### src/rtl/core/tsv_pkg.sv
// Shared types and codes for the touch sequence validator.
// No dependencies; imported by every module of the block.
package tsv_pkg;

	localparam int unsigned FUNC_W   = 3;
	localparam int unsigned TIME_W   = 14;
	localparam int unsigned POS_W    = 14;
	localparam int unsigned DIM_W    = 15;
	localparam int unsigned IDX_W    = 9;
	localparam int unsigned STATUS_W = 3;

	localparam logic [DIM_W-1:0] DIM_RESET = 15'h4000;

	// step kinds
	localparam logic [FUNC_W-1:0] FUNC_DOWN   = 3'd0;
	localparam logic [FUNC_W-1:0] FUNC_MOVE   = 3'd1;
	localparam logic [FUNC_W-1:0] FUNC_UP     = 3'd2;
	localparam logic [FUNC_W-1:0] FUNC_CANCEL = 3'd3;
	localparam logic [FUNC_W-1:0] FUNC_END    = 3'd4;

	// verdict codes
	localparam logic [STATUS_W-1:0] ST_OK       = 3'd0;
	localparam logic [STATUS_W-1:0] ST_RANGE    = 3'd1;
	localparam logic [STATUS_W-1:0] ST_CANCEL   = 3'd2;
	localparam logic [STATUS_W-1:0] ST_OWNER    = 3'd3;
	localparam logic [STATUS_W-1:0] ST_UNCLOSED = 3'd4;
	localparam logic [STATUS_W-1:0] ST_EARLIER  = 3'd5;

	typedef enum logic [0:0] {
		CFG_SCREEN_WIDTH  = 1'b0,
		CFG_SCREEN_HEIGHT = 1'b1
	} cfg_reg_t;

	typedef struct packed {
		logic [DIM_W-1:0] screen_width;
		logic [DIM_W-1:0] screen_height;
	} tsv_cfg_t;

	typedef struct packed {
		logic [FUNC_W-1:0] func;
		logic [TIME_W-1:0] time_ms;
		logic              finger_sel;
		logic [POS_W-1:0]  pos_x;
		logic [POS_W-1:0]  pos_y;
	} tsv_item_t;

	typedef struct packed {
		logic [STATUS_W-1:0] status;
		logic [IDX_W-1:0]    step_index;
		logic                plan_done;
		logic [IDX_W-1:0]    step_count;
		logic [TIME_W-1:0]   duration_ms;
	} tsv_result_t;

endpackage

### src/rtl/core/tsv_cfg_regs.sv
// Screen size registers written through the plain write port.
// Depends on tsv_pkg.
module tsv_cfg_regs
	import tsv_pkg::*;
(
	input  logic             clk,
	input  logic             arst_n,
	input  logic             cfg_we,
	input  cfg_reg_t         cfg_addr,
	input  logic [DIM_W-1:0] cfg_wdata,
	output tsv_cfg_t         cfg
);

	tsv_cfg_t cfg_q;

	always_ff @(posedge clk or negedge arst_n) begin
		if (!arst_n) begin
			cfg_q.screen_width  <= DIM_RESET;
			cfg_q.screen_height <= DIM_RESET;
		end else if (cfg_we) begin
			unique case (cfg_addr)
				CFG_SCREEN_WIDTH:  cfg_q.screen_width  <= cfg_wdata;
				CFG_SCREEN_HEIGHT: cfg_q.screen_height <= cfg_wdata;
			endcase
		end
	end

	assign cfg = cfg_q;

endmodule

### src/rtl/core/tsv_check.sv
// Plan state and per-step verdict logic.
// Depends on tsv_pkg; state advances only on the fire strobe.
module tsv_check
	import tsv_pkg::*;
#(
	parameter int unsigned STEP_LIMIT    = 256,
	parameter int unsigned TIME_LIMIT_MS = 10000
) (
	input  logic        clk,
	input  logic        arst_n,
	input  logic        fire,
	input  tsv_item_t   item,
	input  tsv_cfg_t    cfg,
	output tsv_result_t result
);

	localparam int unsigned CNT_W = $clog2(STEP_LIMIT + 1);
	localparam logic [CNT_W-1:0]  CNT_LIMIT = CNT_W'(STEP_LIMIT);
	localparam logic [TIME_W-1:0] T_LIMIT   = TIME_W'(TIME_LIMIT_MS);

	logic [TIME_W-1:0] last_time_q;
	logic [CNT_W-1:0]  count_q;
	logic [1:0]        finger_q;
	logic              cancel_q;
	logic              failed_q;

	logic              is_end;
	logic              range_bad;
	logic              cancel_bad;
	logic              owner_bad;
	logic [STATUS_W-1:0] step_status;

	always_comb begin
		is_end = (item.func == FUNC_END);
		range_bad = item.func[2] || (count_q >= CNT_LIMIT) || (item.time_ms > T_LIMIT)
			|| (item.time_ms < last_time_q)
			|| ({1'b0, item.pos_x} >= cfg.screen_width)
			|| ({1'b0, item.pos_y} >= cfg.screen_height);
		cancel_bad = cancel_q && ((item.func != FUNC_CANCEL) || (item.time_ms != last_time_q));
		owner_bad  = ((item.func == FUNC_DOWN) == finger_q[item.finger_sel]);

		priority if (failed_q)   step_status = ST_EARLIER;
		else if (range_bad)      step_status = ST_RANGE;
		else if (cancel_bad)     step_status = ST_CANCEL;
		else if (owner_bad)      step_status = ST_OWNER;
		else                     step_status = ST_OK;

		result.step_index  = IDX_W'(count_q);
		result.plan_done   = is_end;
		result.step_count  = is_end ? IDX_W'(count_q) : '0;
		result.duration_ms = is_end ? last_time_q : '0;
		if (is_end) begin
			priority if (failed_q)                       result.status = ST_EARLIER;
			else if ((count_q == '0) || (|finger_q))     result.status = ST_UNCLOSED;
			else                                         result.status = ST_OK;
		end else begin
			result.status = step_status;
		end
	end

	always_ff @(posedge clk or negedge arst_n) begin
		if (!arst_n) begin
			last_time_q <= '0;
			count_q     <= '0;
			finger_q    <= '0;
			cancel_q    <= 1'b0;
			failed_q    <= 1'b0;
		end else if (fire) begin
			if (is_end) begin
				last_time_q <= '0;
				count_q     <= '0;
				finger_q    <= '0;
				cancel_q    <= 1'b0;
				failed_q    <= 1'b0;
			end else if (step_status != ST_OK) begin
				failed_q <= 1'b1;
			end else begin
				// accepted step: take ownership, release, or enter cancel phase
				finger_q[item.finger_sel] <= (item.func == FUNC_DOWN) ||
					(item.func == FUNC_MOVE);
				if (item.func == FUNC_CANCEL) begin
					cancel_q <= 1'b1;
				end
				last_time_q <= item.time_ms;
				count_q     <= count_q + CNT_W'(1);
			end
		end
	end

endmodule

### src/rtl/core/touch_sequence_validator_top.sv
// Top level of the touch sequence validator: input register, verdict stage, result register.
// Depends on tsv_pkg, tsv_cfg_regs and tsv_check.
//
//   channel  | direction | handshake          | payload
//   ---------+-----------+--------------------+-------------------------------------------
//   s_*      | in        | s_tvalid/s_tready  | step word: tuser = func, tdata = time, finger, x, y
//   m_*      | out       | m_tvalid/m_tready  | verdict word, tlast = plan_done
//   cfg_*    | in        | cfg_we             | screen width (index 0) / height (index 1)
//
// One word per cycle sustained while m_tready is high; a step passes through the input register,
// then the result register, before it shows on m_*.
// The plan state in tsv_check updates in the same cycle the step moves into the
// result register, so back-to-back steps see each other's effects.
// arst_n clears both stage valids and all plan state; screen size returns to 16384.
// A stall on m_tready holds the result register, then the input register, then s_tready.
module touch_sequence_validator_top
	import tsv_pkg::*;
#(
	parameter int unsigned STEP_LIMIT    = 256,
	parameter int unsigned TIME_LIMIT_MS = 10000
) (
	input  logic             clk,
	input  logic             arst_n,
	input  logic             s_tvalid,
	output logic             s_tready,
	input  logic [47:0]      s_tdata,  // time_ms[13:0], finger_sel[14], pos_x[28:15], pos_y[42:29], zero
	input  logic [2:0]       s_tuser,  // func[2:0]
	output logic             m_tvalid,
	input  logic             m_tready,
	output logic [39:0]      m_tdata,  // status[2:0], step_index[11:3], step_count[20:12],
	                                   // duration_ms[34:21], zero
	output logic             m_tlast,  // plan_done
	input  logic             cfg_we,
	input  logic             cfg_addr,
	input  logic [DIM_W-1:0] cfg_wdata
);

	tsv_cfg_t    cfg;
	tsv_item_t   item_s1;
	logic        valid_s1;
	tsv_result_t result;
	tsv_result_t result_s2;
	logic        valid_s2;
	logic        advance;
	logic        take_in;

	tsv_cfg_regs u_cfg (
		.clk      (clk),
		.arst_n   (arst_n),
		.cfg_we   (cfg_we),
		.cfg_addr (cfg_reg_t'(cfg_addr)),
		.cfg_wdata(cfg_wdata),
		.cfg      (cfg)
	);

	// advance stage 1 into the result register when that slot is free or being drained
	assign advance  = valid_s1 && (!valid_s2 || m_tready);
	assign s_tready = !valid_s1 || advance;
	assign take_in  = s_tvalid && s_tready;

	always_ff @(posedge clk or negedge arst_n) begin
		if (!arst_n) begin
			valid_s1 <= 1'b0;
		end else if (s_tready) begin
			valid_s1 <= s_tvalid;
		end
	end

	// payload register: capture the word, no reset needed
	always_ff @(posedge clk) begin
		if (take_in) begin
			item_s1.func       <= s_tuser;
			item_s1.time_ms    <= s_tdata[13:0];
			item_s1.finger_sel <= s_tdata[14];
			item_s1.pos_x      <= s_tdata[28:15];
			item_s1.pos_y      <= s_tdata[42:29];
		end
	end

	tsv_check #(
		.STEP_LIMIT   (STEP_LIMIT),
		.TIME_LIMIT_MS(TIME_LIMIT_MS)
	) u_check (
		.clk   (clk),
		.arst_n(arst_n),
		.fire  (advance),
		.item  (item_s1),
		.cfg   (cfg),
		.result(result)
	);

	always_ff @(posedge clk or negedge arst_n) begin
		if (!arst_n) begin
			valid_s2 <= 1'b0;
		end else if (!valid_s2 || m_tready) begin
			valid_s2 <= valid_s1;
		end
	end

	always_ff @(posedge clk) begin
		if (advance) begin
			result_s2 <= result;
		end
	end

	assign m_tvalid = valid_s2;
	assign m_tlast  = result_s2.plan_done;
	assign m_tdata  = {5'd0, result_s2.duration_ms, result_s2.step_count,
		result_s2.step_index, result_s2.status};

endmodule

### config.mk
export PLATFORM = sky130hd
export DESIGN_NAME = touch_sequence_validator_top
export DESIGN_NICKNAME = d
export VERILOG_FILES = /design/src/rtl/core/tsv_pkg.sv /design/src/rtl/core/tsv_cfg_regs.sv /design/src/rtl/core/tsv_check.sv /design/src/rtl/core/touch_sequence_validator_top.sv
export SDC_FILE = /design/constraint.sdc
export NUM_CORES = 1
export LEC_CHECK = 0
export BUFFER_PORTS_ARGS = -buffer_cell sky130_fd_sc_hd__buf_2
export CAP_MARGIN = 15
export CORE_ASPECT_RATIO = 2
export CORE_MARGIN = 3
export CORE_UTILIZATION = 50
export CTS_CLUSTER_SIZE = 8
export DETAILED_ROUTE_END_ITERATION = 7
export PLACE_DENSITY = 0.73
export SYNTH_ARGS = -nofsm -noshare
export SYNTH_HDL_FRONTEND = slang
export SYNTH_SLANG_ARGS = --single-unit
### constraint.sdc
create_clock -name clk -period 6.3 [get_ports clk]
set_input_delay 0.945 -clock clk [delete_from_list [all_inputs] [get_ports clk]]
set_output_delay 0.945 -clock clk [all_outputs]
set_load 0.02 [all_outputs]
* Yosys cells after proc, flatten, opt, wreduce, memory -nomap -nowiden *
Index checks and enable logic that the tools add are counted.
Widths: inputs -> output; s select.

cells by class
  $add $sub $neg = 1
  magnitude comparators = 7
  eq/ne operators = 7
  mux-type cells = 23
  bitwise operators = 1
  reductions and logical operators = 27

operators with widths
  kind                  count
  $ge 14x15->1          2
  $mux 14               2
  $mux 3                6
  $mux 9                2
  $gt 14x14->1 const B  1
  $lt 14x14->1          1
  $ne 14x14->1          1
  $logic_or 1x1->1      10
  $add 9x1->9 const B   1
  $ge 9x9->1 const B    1
  $logic_not 9->1       1
  $mux 1                8
  $reduce_and 2->1      4
  $mux 2                3
  $logic_and 1x1->1     4
  $reduce_bool 2->1     2
  $eq 3x1->1 const B    1
  $eq 3x2->1 const B    1
  $eq 3x3->1 const B    1
  $logic_not 3->1       1
  $ne 3x2->1 const B    1
  $reduce_and 3->1      1
  $reduce_bool 3->1     1
  $bwmux 2              1
  other kinds (8)       9

word-level totals
  bits in registers = 141
  bits of input ports = 72
  output and inout port bits = 43
  logic and storage cells = 85

* Longest topological paths before layout *
Gate-level depths: netlist of run 1.

  depth in word-level cells = 11
  mapped depth = 11
  depth with buffers taken out = 9

* Cells and area by module *
Synthesis of run 1 repeated with hierarchy kept, for this count alone.

unflattened totals
  cells, all modules = 519
  area total of the unflattened synthesis = 6530.0 µm²

by module, submodules not included
  module                        times used  cells an instance  area an instance (µm²)  seq. area each (µm²)
  tsv_check                     1           358                2745.1                  675.6
  touch_sequence_validator_top  1           96                 2607.5                  2512.4
  tsv_cfg_regs                  1           65                 1177.4                  753.2

* Least setup slack after synthesis of run 1 *
No wires, ideal clock.

  kind = register to register
  start = reg item_s1[42] (netlist name)
  end = reg u_check.last_time_q[0]
  library setup time = 128 ps
  arrival time = 2671 ps
  data required time = 6172 ps
  slack = 3500 ps
  cell stages (with the launch flop) = 11
  path buffers = 2
  clock period less this slack = 2800 ps
  cell sequence = edfxtp_1 ha_1 and4_1 nand2_1 o41a_1 or2_1 or3_1 buf_2 nor2_1 buf_2 o21ai_0

between the ends
  longest elaborated chain between the ends = 10
  elaborated cells between the ends (all ways) = 15
  classes of those cells = 2 x order compare; 2 x eq/ne; 3 x mux; 8 x reduce/logical

ends and longest elaborated chain
  element                                RTL line                            RTL
  from (decl)                            touch_sequence_validator_top.sv:39  tsv_item_t item_s1;
  $gt 14x14->1                           tsv_check.sv:35                     range_bad = item.func[2] || (count_q >= CNT_LIMIT) || (item.time_ms > T_LIMIT)
  $logic_or 1x1->1                       tsv_check.sv:35
  $logic_or 1x1->1                       tsv_check.sv:36                     || (item.time_ms < last_time_q)
  $logic_or 1x1->1                       tsv_check.sv:37                     || ({1'b0, item.pos_x} >= cfg.screen_width)
  $logic_or 1x1->1                       tsv_check.sv:38                     || ({1'b0, item.pos_y} >= cfg.screen_height);
  $mux 3 (*)                             tsv_check.sv:43                     else if (range_bad) step_status = ST_RANGE;
  $mux 3 (*)                             tsv_check.sv:42                     priority if (failed_q) step_status = ST_EARLIER;
  $reduce_bool 3->1 (*)                  tsv_check.sv:75                     end else if (step_status != ST_OK) begin
  $ne 2x1->1 (no source line) (*)        -
  $reduce_and 2->1 (no source line) (*)  -
  to (signal assigned)                   tsv_check.sv:84                     last_time_q <= item.time_ms;
  to (decl)                              tsv_check.sv:21                     logic [TIME_W-1:0] last_time_q;

Mark *: on every way between the ends. The rest lies on a longest branch, timed or not.
A chain may end at the register's enable or synchronous reset.

* Final worst setup path of run 1 *
  start = reg item_s1[29] (netlist name)
  end = reg u_check.last_time_q[0]

between the ends
  longest elaborated chain between the ends = 10
  elaborated cells between the ends (all ways) = 17
  classes of those cells = 2 x order compare; 2 x eq/ne; 5 x mux; 8 x reduce/logical

ends and longest elaborated chain
  element                            RTL line
  $gt 14x14->1                       tsv_check.sv:35
  $logic_or 1x1->1                   tsv_check.sv:35
  $logic_or 1x1->1                   tsv_check.sv:36
  $logic_or 1x1->1                   tsv_check.sv:37
  $logic_or 1x1->1                   tsv_check.sv:38
  $mux 3                             tsv_check.sv:43
  $mux 3                             tsv_check.sv:42
  $reduce_bool 3->1                  tsv_check.sv:75
  $ne 2x1->1 (no source line)        -
  $reduce_and 2->1 (no source line)  -

Parallel ways exist; a longest one is shown, timed or not. The select of a mux whose other input is x is not followed.

==> impl_results.md, run 1 <==
- Status: completed
- Most common flop cell mapped by yosys: edfxtp_1
- Mapped Area: 6220 um^2
- Fin area: 7460 um^2
- Clock network power share: 41.6%
- CP Cell Sequence: o41ai_1 > a21oi_1 > a211o_1 > nor4_1 > nand4_1 > nor2_1 > o21ai_0
- Total Wirelength: 13100 um
- Setup violators final: 0
- Core Area: 12100 um^2
- Slew at the pin closest to its max-slew limit: 1.19 ns
- Area of placed instances: 6870 um^2
- PD cells: 318 nW/um^2
- Largest family of logic cells by synthesized area: simple AND/OR/NAND/NOR gates
- Die area: 13900 um^2
- Ant diodes: 0
- Adder-cell area share of the yosys netlist: 8.86%
- Comb power frac: 12.3%
- Post-route insts no fill: 768
- Number of synthesized flops with an enable pin: 82
- Starting Density: 51.3%
- CP Class: reg2reg
- Worst min-delay path class: reg2reg
- Sequential share of power: 46.2%
- Crit Reg-Reg Startpoint: item_s1[29]$_DFFE_PP_
- Final GP Congestion: 0.867
- Clock root cell: clkbuf_16
- Post-synthesis mux area share: 3.56%
- Worst vdd ir: 0.208 mV
- Worst rel slew slack: 20.5%
- Routed Antenna Nets: 0
- Rows: 57
- Period utilization: 62.3%
- Final min period: 3.93 ns
- R2R Path End: u_check.last_time_q[0]$_DFFE_PN0P_
- Layout area overhead: 20.0%
- Total CTS buffers: 17
- Height of the chip: 164 um
- Psw: 0.606 mW
- Dpl hpwl: 9710 um
- Compound-Gate Fraction of Synth Area: 8.60%
- Setup bufs post-CTS: 0
- # DRC: 0
- Syn avg cell area: 12.5 um^2
- Largest stage delay on the critical path: 1.15 ns
- Slew Viols, Final: 0
- WP data arrival: 4.17 ns
- Hold_buf cts: 0
- Int Power: 1.77 mW
- R2r worst-path depth: 7
- Hold_ws: 0.490 ns
- Global-route wire length before repair: 20900 um
- Synth Area in XOR/XNOR: 0.141%
- Post-Synthesis Cells: 496
- Largest net degree at the start of global routing: 60
- Total Routing Usage GR: 19.8%
- Port Buf Inserts: 104
- Remaining Overflow, GRT: 0
- R2R setup slack: 2.37 ns
- CTS tree: built
- Fmax: 255 MHz
- Clock skew: 0.0103 ns
- Clock sinks: 141
- Worst hold path depth: 0
- Layout cells sized above 1: 25.9%
- Synth cell types: 42
- Ys async rst share: 41.8%
- WL/cell: 17.1 um
- Initial DRT Pass Iterations: 5
- Worst Hold Path EP: m_tdata[4]$_DFFE_PP_
- # IOs: 115
- Net Sw Frac: 25.5%
- CP Launch Point: item_s1[29]$_DFFE_PP_
- Endpoint kind of the worst setup timing path: register
- # nets final: 724
- Vias in the first global route: 4450
- Startpoint Class: register
- Clock Path Buffers: 2
- Hold Path Origin: u_check.count_q[1]$_DFFE_PN0P_
- Post-synthesis register bit count: 141
- Vias: 4232
- Leak pwr: 3.24 nW
- Setup TNS: 0 ns
- CTS clk-pin slew, worst paths: 0.06 ns
- Buffer and inverter count on the worst path: 0
- Final count of hold timing violations: 0
- Cells after DPL: 736
- Unrepaired setup endpoints after global routing: false
- Crit Path Max Fanout: 18
- Post-synthesis sequential area ratio: 63.4%
- Worst path required time: 6.54 ns
- Top delay family on crit path: simple AND/OR/NAND/NOR gates
- Syn. warnings: 0
- Die Width: 84.8 um
- Clock Latency Late Sink: 0.42 ns
- 1st-iter DRT viols: 204
- Max cap viols: 0
- Initial antenna violation count: 0
- Post-synthesis simple-gate area fraction: 10.7%
- Slowest-stage cell, CP: nor2_1
- Resized Gates After CTS: 0
- H-Tree Depth: 4
- DR vias/cell: 5.51
-- cells in the mapped netlist, types with 2 or more instances --
cell / instances / share of area [%]
a211oi_1: 3 / 0.36
a21o_1: 3 / 0.36
a21oi_1: 27 / 2.2
and3_1: 9 / 0.91
and4_1: 4 / 0.56
buf_2: 2 / 0.16
buf_4: 5 / 0.60
clkbuf_1: 12 / 0.72
dfrtp_1: 57 / 23
dfstp_2: 2 / 0.85
edfxtp_1: 82 / 40
ha_1: 44 / 8.9
inv_1: 50 / 3.0
mux2_2: 17 / 3.1
mux2i_1: 3 / 0.48
nand2_1: 32 / 1.9
nand2b_1: 5 / 0.50
nand3_1: 24 / 1.9
nand3b_1: 2 / 0.24
nand4_1: 7 / 0.70
nand4b_1: 2 / 0.28
nor2_1: 26 / 1.6
nor3_1: 6 / 0.48
nor4_1: 2 / 0.20
o21a_1: 3 / 0.36
o21ai_0: 26 / 2.1
o22ai_1: 2 / 0.20
o31ai_1: 20 / 2.4
or4_1: 6 / 0.72
-- placed cells by master (no fill, tap or decap), types with 5 or more instances in the layout --
master,netlist,layout
nand3_1,24,24
or4_1,6,6
nand4_1,7,7
ha_1,44,44
mux2_2,17,17
o21ai_0,26,26
buf_2,2,104
edfxtp_1,82,82
a21oi_1,27,27
conb_1,1,5
nand2b_1,5,5
dfrtp_1,57,57
buf_4,5,5
clkbuf_16,0,17
o31ai_1,20,20
inv_1,50,50
nand2_1,32,32
nor2_1,26,26
nor3_1,6,6
and3_1,9,9
-- state kept, by name (all words and copies together) (netlist names) --
register and cells:
m_tlast 1, m_tdata 35, u_check.cancel_q 1, valid_s1 1, u_check.finger_q 2, u_check.last_time_q 14, u_check.count_q 9, u_cfg.cfg 30
item_s1 46, u_check.failed_q 1, m_tvalid 1
-- metal layers --
metal | wire (um) | vias up | part of all wire [%] | global-route usage [%]
li1 | - | 2012 | - | -
met1 | 4190 | 2044 | 32 | 17.9
met2 | 7890 | 140 | 60 | 38.5
met3 | 584 | 36 | 4.5 | 4.39
met4 | 447 | 0 | 3.4 | 11.7
met5 | 0 | - | 0 | 0
-- cells by family after synthesis --
| logic type | Yosys count |
|---|---|
| multiplexers | 20 |
| buffers and inverters | 70 |
| flip-flops | 141 |
| AND/OR/NAND/NOR | 131 |
| XOR/XNOR | 1 |
| adder cells (fa/ha/maj) | 44 |
| AO/OA/AOI/OAI | 88 |
| other | 1 |
-- layout make-up --
class                   instances  area (um^2)
clock inverters                14          159
inverters                      50          188
flip-flops and latches        141         3940
fillers                       975         4670
clock buffers                  18          429
well taps                     147          184
repair buffers                109          558
multi-input cells             289         2000
-- power by group through the flow --
stage,Sequential (mW),Combinational [mW],Clock (mW)
after CTS,1.10,0.295,1.00
after floorplan,1.13,0.172,0
after detailed placement,1.11,0.292,0
after global routing,1.10,0.330,1.03
after global placement,1.11,0.274,0
final,1.10,0.292,0.986
-- worst max-delay path by stage --
| stage | endpoint | slack (ns) | cells after the start |
|---|---|---|---|
| floorplan | u_check.last_time_q[0]$_DFFE_PN0P_ | 3.50 | 10 |
| global placement | u_check.last_time_q[0]$_DFFE_PN0P_ | 2.64 | 7 |
| detailed placement | u_check.last_time_q[0]$_DFFE_PN0P_ | 2.42 | 7 |
| CTS | u_check.last_time_q[0]$_DFFE_PN0P_ | 2.38 | 7 |
| global route | u_check.last_time_q[0]$_DFFE_PN0P_ | 2.07 | 7 |
| finish | u_check.last_time_q[0]$_DFFE_PN0P_ | 2.37 | 7 |
-- stage by stage --
stage | worst slack (ns) | util, % | power [mW]
global placement | 2.64 | 56.7 | 1.38
detailed placement | 2.42 | 56.7 | 1.41
finish | 2.37 | 61.5 | 2.37
floorplan | 3.50 | - | 1.30
CTS | 2.38 | 61.5 | 2.39
global route | 2.07 | 61.5 | 2.46
(Power assumes the default switching activity.)
==> inputs of run 2 (changes only) <==
==> constraint.sdc (replaced) <==
create_clock -name clk -period 3.65 [get_ports clk]
set_input_delay 0.5475 -clock clk [delete_from_list [all_inputs] [get_ports clk]]
set_output_delay 0.5475 -clock clk [all_outputs]
set_load 0.02 [all_outputs]
==> impl_results.md, run 2 (same netlist as run 1, synthesis figures left out) <==
- Commonest non-fill, non-tap cell in the layout: buf_2
- Commonest cells after routing, fill and taps aside: 104 x buf_2, 82 x edfxtp_1, 57 x dfrtp_1, 50 x inv_1, 44 x ha_1
- Total Wirelength: 13200 um
- Leak pwr: 3.26 nW
- Unrepaired setup endpoints after global routing: false
- Final count of hold timing violations: 0
- Setup WS post-layout: 0.379 ns
- Die area: 13900 um^2
- Clock skew: 0.00570 ns
- # nets final: 726
- Worst min-delay path class: in2async
- Period utilization: 89.6%
- Clock Latency Late Sink: 0.42 ns
- Resized Gates After CTS: 0
- Startpoint Class: register
- DR vias/cell: 5.63
- Initial DRT Pass Iterations: 5
- 1st-iter DRT viols: 305
- Hold_buf cts: 0
- Worst rel slew slack: 27.0%
- Max reg flops: 46
- Total CTS buffers: 17
- Layout area overhead: 20.4%
- WP data arrival: 3.61 ns
- PD cells: 552 nW/um^2
- Final GP Congestion: 0.868
- Fill count: 995
- Crit Path Max Fanout: 16
- Vias: 4333
- Worst slack, placed: 0.461 ns
- Remaining Overflow, GRT: 0
- Setup bufs post-CTS: 0
- CTS tree: built
- Fmax: 306 MHz
- Global-route wire length before repair: 21300 um
- Vias in the first global route: 4586
- Setup TNS: 0 ns
- Starting Density: 51.3%
- Max cap viols: 0
- Most flops, register: item_s1
- Power Total: 4.13 mW
- Clock root cell: clkbuf_16
- Endpoint kind of the worst setup timing path: register
- Setup violators final: 0
- Initial antenna violation count: 0
- Clock Path Buffers: 2
- WL/cell: 17.1 um
- Status: completed
- Ant diodes: 0
- Die Width: 84.8 um
- CTS clk-pin slew, worst paths: 0.06 ns
- Height of the chip: 164 um
- Clock sinks: 141
- # IOs: 115
- CP Class: reg2reg
- # DRC: 0
- Routed Antenna Nets: 0
- CP Launch Point: item_s1[42]$_DFFE_PP_
- Core Area: 12100 um^2
- Slew at the pin closest to its max-slew limit: 1.09 ns
- Crit Reg-Reg Startpoint: item_s1[42]$_DFFE_PP_
- Final min period: 3.27 ns
- Rows: 57
- H-Tree Depth: 4
- Slew Viols, Final: 0
- Total Routing Usage GR: 20.1%
- Worst vdd ir: 0.478 mV
- Worst path required time: 3.99 ns
- Largest net degree at the start of global routing: 47
- Port Buf Inserts: 104
- Layout cells sized above 1: 26.2%
- Dpl hpwl: 9830 um
## run 2: layout make-up
| type | count | area, um^2 | share of cell area, % |
|---|---|---|---|
| inverter | 50 | 188 | 2.51 |
| clock inverter | 15 | 173 | 2.31 |
| multi-input combinational | 289 | 2000 | 26.7 |
| clock buffer | 17 | 425 | 5.68 |
| timing repair buffer | 111 | 573 | 7.66 |
| sequential | 141 | 3940 | 52.7 |
| tap | 147 | 184 | 2.46 |
## run 2: path summary, 6_finish.rpt
check / end / slack (ns) / cells past startpoint
max reg2reg: u_check.count_q[7]$_DFFE_PN0P_ / 0.38 / 8
min in group clk: item_s1[6]$_DFFE_PP_ / 0.30 / 1
min: u_check.last_time_q[9]$_DFFE_PN0P_ / 0.28 / 1
min reg2reg: m_tdata[4]$_DFFE_PP_ / 0.49 / 0
max in group asynchronous: u_check.last_time_q[6]$_DFFE_PN0P_ / 2.55 / 2
max: u_check.count_q[7]$_DFFE_PN0P_ / 0.38 / 8
## run 2: report_power, final
part           total [mW]  leakage, nW  internal [mW]  switching (mW)
sequential           1.89         1.54           1.84          0.0539
clock                1.73        0.279           1.07           0.659
combinational       0.508         1.43          0.196           0.312
total                4.13         3.26           3.10            1.02
## run 2: per-stage QoR
step / instance area [um^2] / utilization (%) / hold WS (ns) / cells
after floorplan: 6230 / - / 0.252 / 500
after global placement: 6890 / 56.8 / 0.469 / 738
after detailed placement: 6890 / 56.8 / 0.479 / 738
after CTS: 7480 / 61.7 / 0.285 / 770
after global routing: 7480 / 61.7 / 0.287 / 770
final: 7480 / 61.7 / 0.277 / 770
## run 2: critical path, stage by stage, from the launching register on
cell	delay, ns
edfxtp_1	0.48
ha_1	0.37
and4_1	0.24
nand2_1	0.12
o41a_1	0.47
or2_1	0.26
or3_1	0.53
or4_1	0.54
a21oi_1	0.17
## run 2: layer usage
| layer | global-route usage, % | share of wire (%) | vias up |
|---|---|---|---|
| li1 | - | - | 2019 |
| met1 | 19.5 | 32 | 2095 |
| met2 | 38.2 | 59 | 178 |
| met3 | 4.19 | 4.6 | 41 |
| met4 | 11.5 | 3.8 | 0 |
| met5 | 0 | 0 | - |
==> inputs of run 3 (changes only) <==
--- a/config.mk
+++ b/config.mk
@@ -12,6 +12,7 @@
 export CORE_UTILIZATION = 50
 export CTS_CLUSTER_SIZE = 8
 export DETAILED_ROUTE_END_ITERATION = 7
+export MAX_ROUTING_LAYER = met4
 export PLACE_DENSITY = 0.73
 export SYNTH_ARGS = -nofsm -noshare
 export SYNTH_HDL_FRONTEND = slang
==> impl_results.md, run 3 (same netlist as run 1, synthesis figures left out) <==
- Die Width: 84.8 um
- Global-route wire length before repair: 21200 um
- Max cap viols: 0
- Remaining Overflow, GRT: 0
- Int Power: 3.12 mW
- # nets final: 726
- Total CTS buffers: 17
- CTS tree: built
- Largest net degree at the start of global routing: 47
- Slew at the pin closest to its max-slew limit: 1.09 ns
- PD cells: 556 nW/um^2
- Sequential share of power: 45.3%
- Layout cells sized above 1: 26.3%
- Setup violators final: 0
- Total Wirelength: 13500 um
- Total Routing Usage GR: 20.6%
- Startpoint Class: register
- Leak pwr: 3.27 nW
- Worst min-delay path class: in2async
- Clock skew: 0.00911 ns
- CP Class: reg2reg
- WP data arrival: 3.60 ns
- Routed Antenna Nets: 0
- Final GP Congestion: 0.884
- Max reg flops: 46
- DR vias/cell: 5.58
- Net Sw Frac: 25.3%
- Clock Path Buffers: 2
- R2r worst-path depth: 8
- Clock root cell: clkbuf_16
- Fin area: 7500 um^2
- Comb power frac: 12.1%
- Starting Density: 51.3%
- Setup bufs post-CTS: 0
- # DRC: 0
- Commonest non-fill, non-tap cell in the layout: buf_2
- Endpoint kind of the worst setup timing path: register
- R2R Path End: u_check.count_q[4]$_DFFE_PN0P_
- Setup WS post-layout: 0.388 ns
- WL/cell: 17.5 um
- Final min period: 3.26 ns
- H-Tree Depth: 4
- Commonest cells after routing, fill and taps aside: 104 x buf_2, 82 x edfxtp_1, 57 x dfrtp_1, 50 x inv_1, 44 x ha_1
- Power Total: 4.17 mW
- Ant diodes: 0
- Setup TNS: 0 ns
- # IOs: 115
- Area of placed instances: 6890 um^2
- R2R setup slack: 0.39 ns
- Worst slack, placed: 0.487 ns
- Most flops, register: item_s1
- Initial antenna violation count: 0
- Slew Viols, Final: 0
- Crit Reg-Reg Startpoint: item_s1[42]$_DFFE_PP_
- Dpl hpwl: 9790 um
- Rows: 57
- Vias: 4299
- Psw: 1.05 mW
- Worst path required time: 3.98 ns
- 1st-iter DRT viols: 239
- Crit Path Max Fanout: 16
- Clock network power share: 42.5%
- Die area: 13900 um^2
- Vias in the first global route: 4449
- Port Buf Inserts: 104
- CTS clk-pin slew, worst paths: 0.06 ns
- Hold_buf cts: 0
- Clock Latency Late Sink: 0.42 ns
- Final count of hold timing violations: 0
- Worst rel slew slack: 27.1%
- Unrepaired setup endpoints after global routing: false
- Clock sinks: 141
- Period utilization: 89.4%
- Height of the chip: 164 um
- Resized Gates After CTS: 0
- Worst vdd ir: 0.386 mV
- Hold_ws: 0.154 ns
- Fmax: 307 MHz
- Status: completed
- Core Area: 12100 um^2
- Layout area overhead: 20.6%
- Initial DRT Pass Iterations: 5
-- run 3: changes by cell type in the layout (fill, tap and decap cells not counted) --
| cell | change |
|---|---|
| clkinv_2 | -1 |
| clkinv_4 | +1 |
| clkinv_1 | -1 |
| inv_6 | +4 |
| clkinvlp_4 | -3 |
-- run 3: worst max path at each step --
| stage | startpoint | end | slack [ns] | cells past startpoint |
|---|---|---|---|---|
| after global placement | item_s1[42]$_DFFE_PP_ | u_check.count_q[6]$_DFFE_PN0P_ | 0.57 | 8 |
| after floorplan | item_s1[42]$_DFFE_PP_ | u_check.last_time_q[0]$_DFFE_PN0P_ | 0.85 | 10 |
| final | item_s1[42]$_DFFE_PP_ | u_check.count_q[4]$_DFFE_PN0P_ | 0.39 | 8 |
| after CTS | item_s1[42]$_DFFE_PP_ | u_check.count_q[6]$_DFFE_PN0P_ | 0.41 | 8 |
| after global routing | item_s1[42]$_DFFE_PP_ | u_check.count_q[4]$_DFFE_PN0P_ | 0.28 | 8 |
| after detailed placement | item_s1[42]$_DFFE_PP_ | u_check.count_q[4]$_DFFE_PN0P_ | 0.49 | 8 |
-- run 3: layout make-up --
type / count / area, um^2
Inverter: 50 / 188
Sequential cell: 141 / 3940
Clock buffer: 17 / 425
Multi-Input combinational cell: 289 / 2000
Timing Repair Buffer: 111 / 573
Fill cell: 982 / 4630
Tap cell: 147 / 184
Clock inverter: 15 / 185
-- run 3: power groups by stage --
stage                     sequential [mW]  clock [mW]  combinational, mW
after global routing                 1.91        1.86              0.565
after detailed placement             1.92           0              0.509
final                                1.89        1.77              0.507
after CTS                            1.89        1.79              0.514
after floorplan                      1.94           0              0.296
after global placement               1.92           0              0.481
-- run 3: metrics by stage --
step / cells / utilization (%)
finish: 770 / 61.8
global route: 770 / 61.8
CTS: 770 / 61.8
detailed placement: 738 / 56.8
global placement: 738 / 56.8
floorplan: 500 / -
-- run 3: layer usage --
layer | share of wire [%] | global-route usage, % | vias to the layer above
li1 | - | - | 2026
met1 | 33 | 19.3 | 2097
met2 | 60 | 38.9 | 146
met3 | 4.1 | 4.39 | 30
met4 | 2.8 | 9.65 | 0
met5 | 0 | - | -
-- run 3: critical path, cell delays in order, from the launching register on --
cell and delay, ns:
edfxtp_1 0.46, ha_1 0.35, and4_1 0.22, nand2_1 0.10, o41a_1 0.48, or2_1 0.27
or3_1 0.55, or4_1 0.55, a21oi_1 0.19
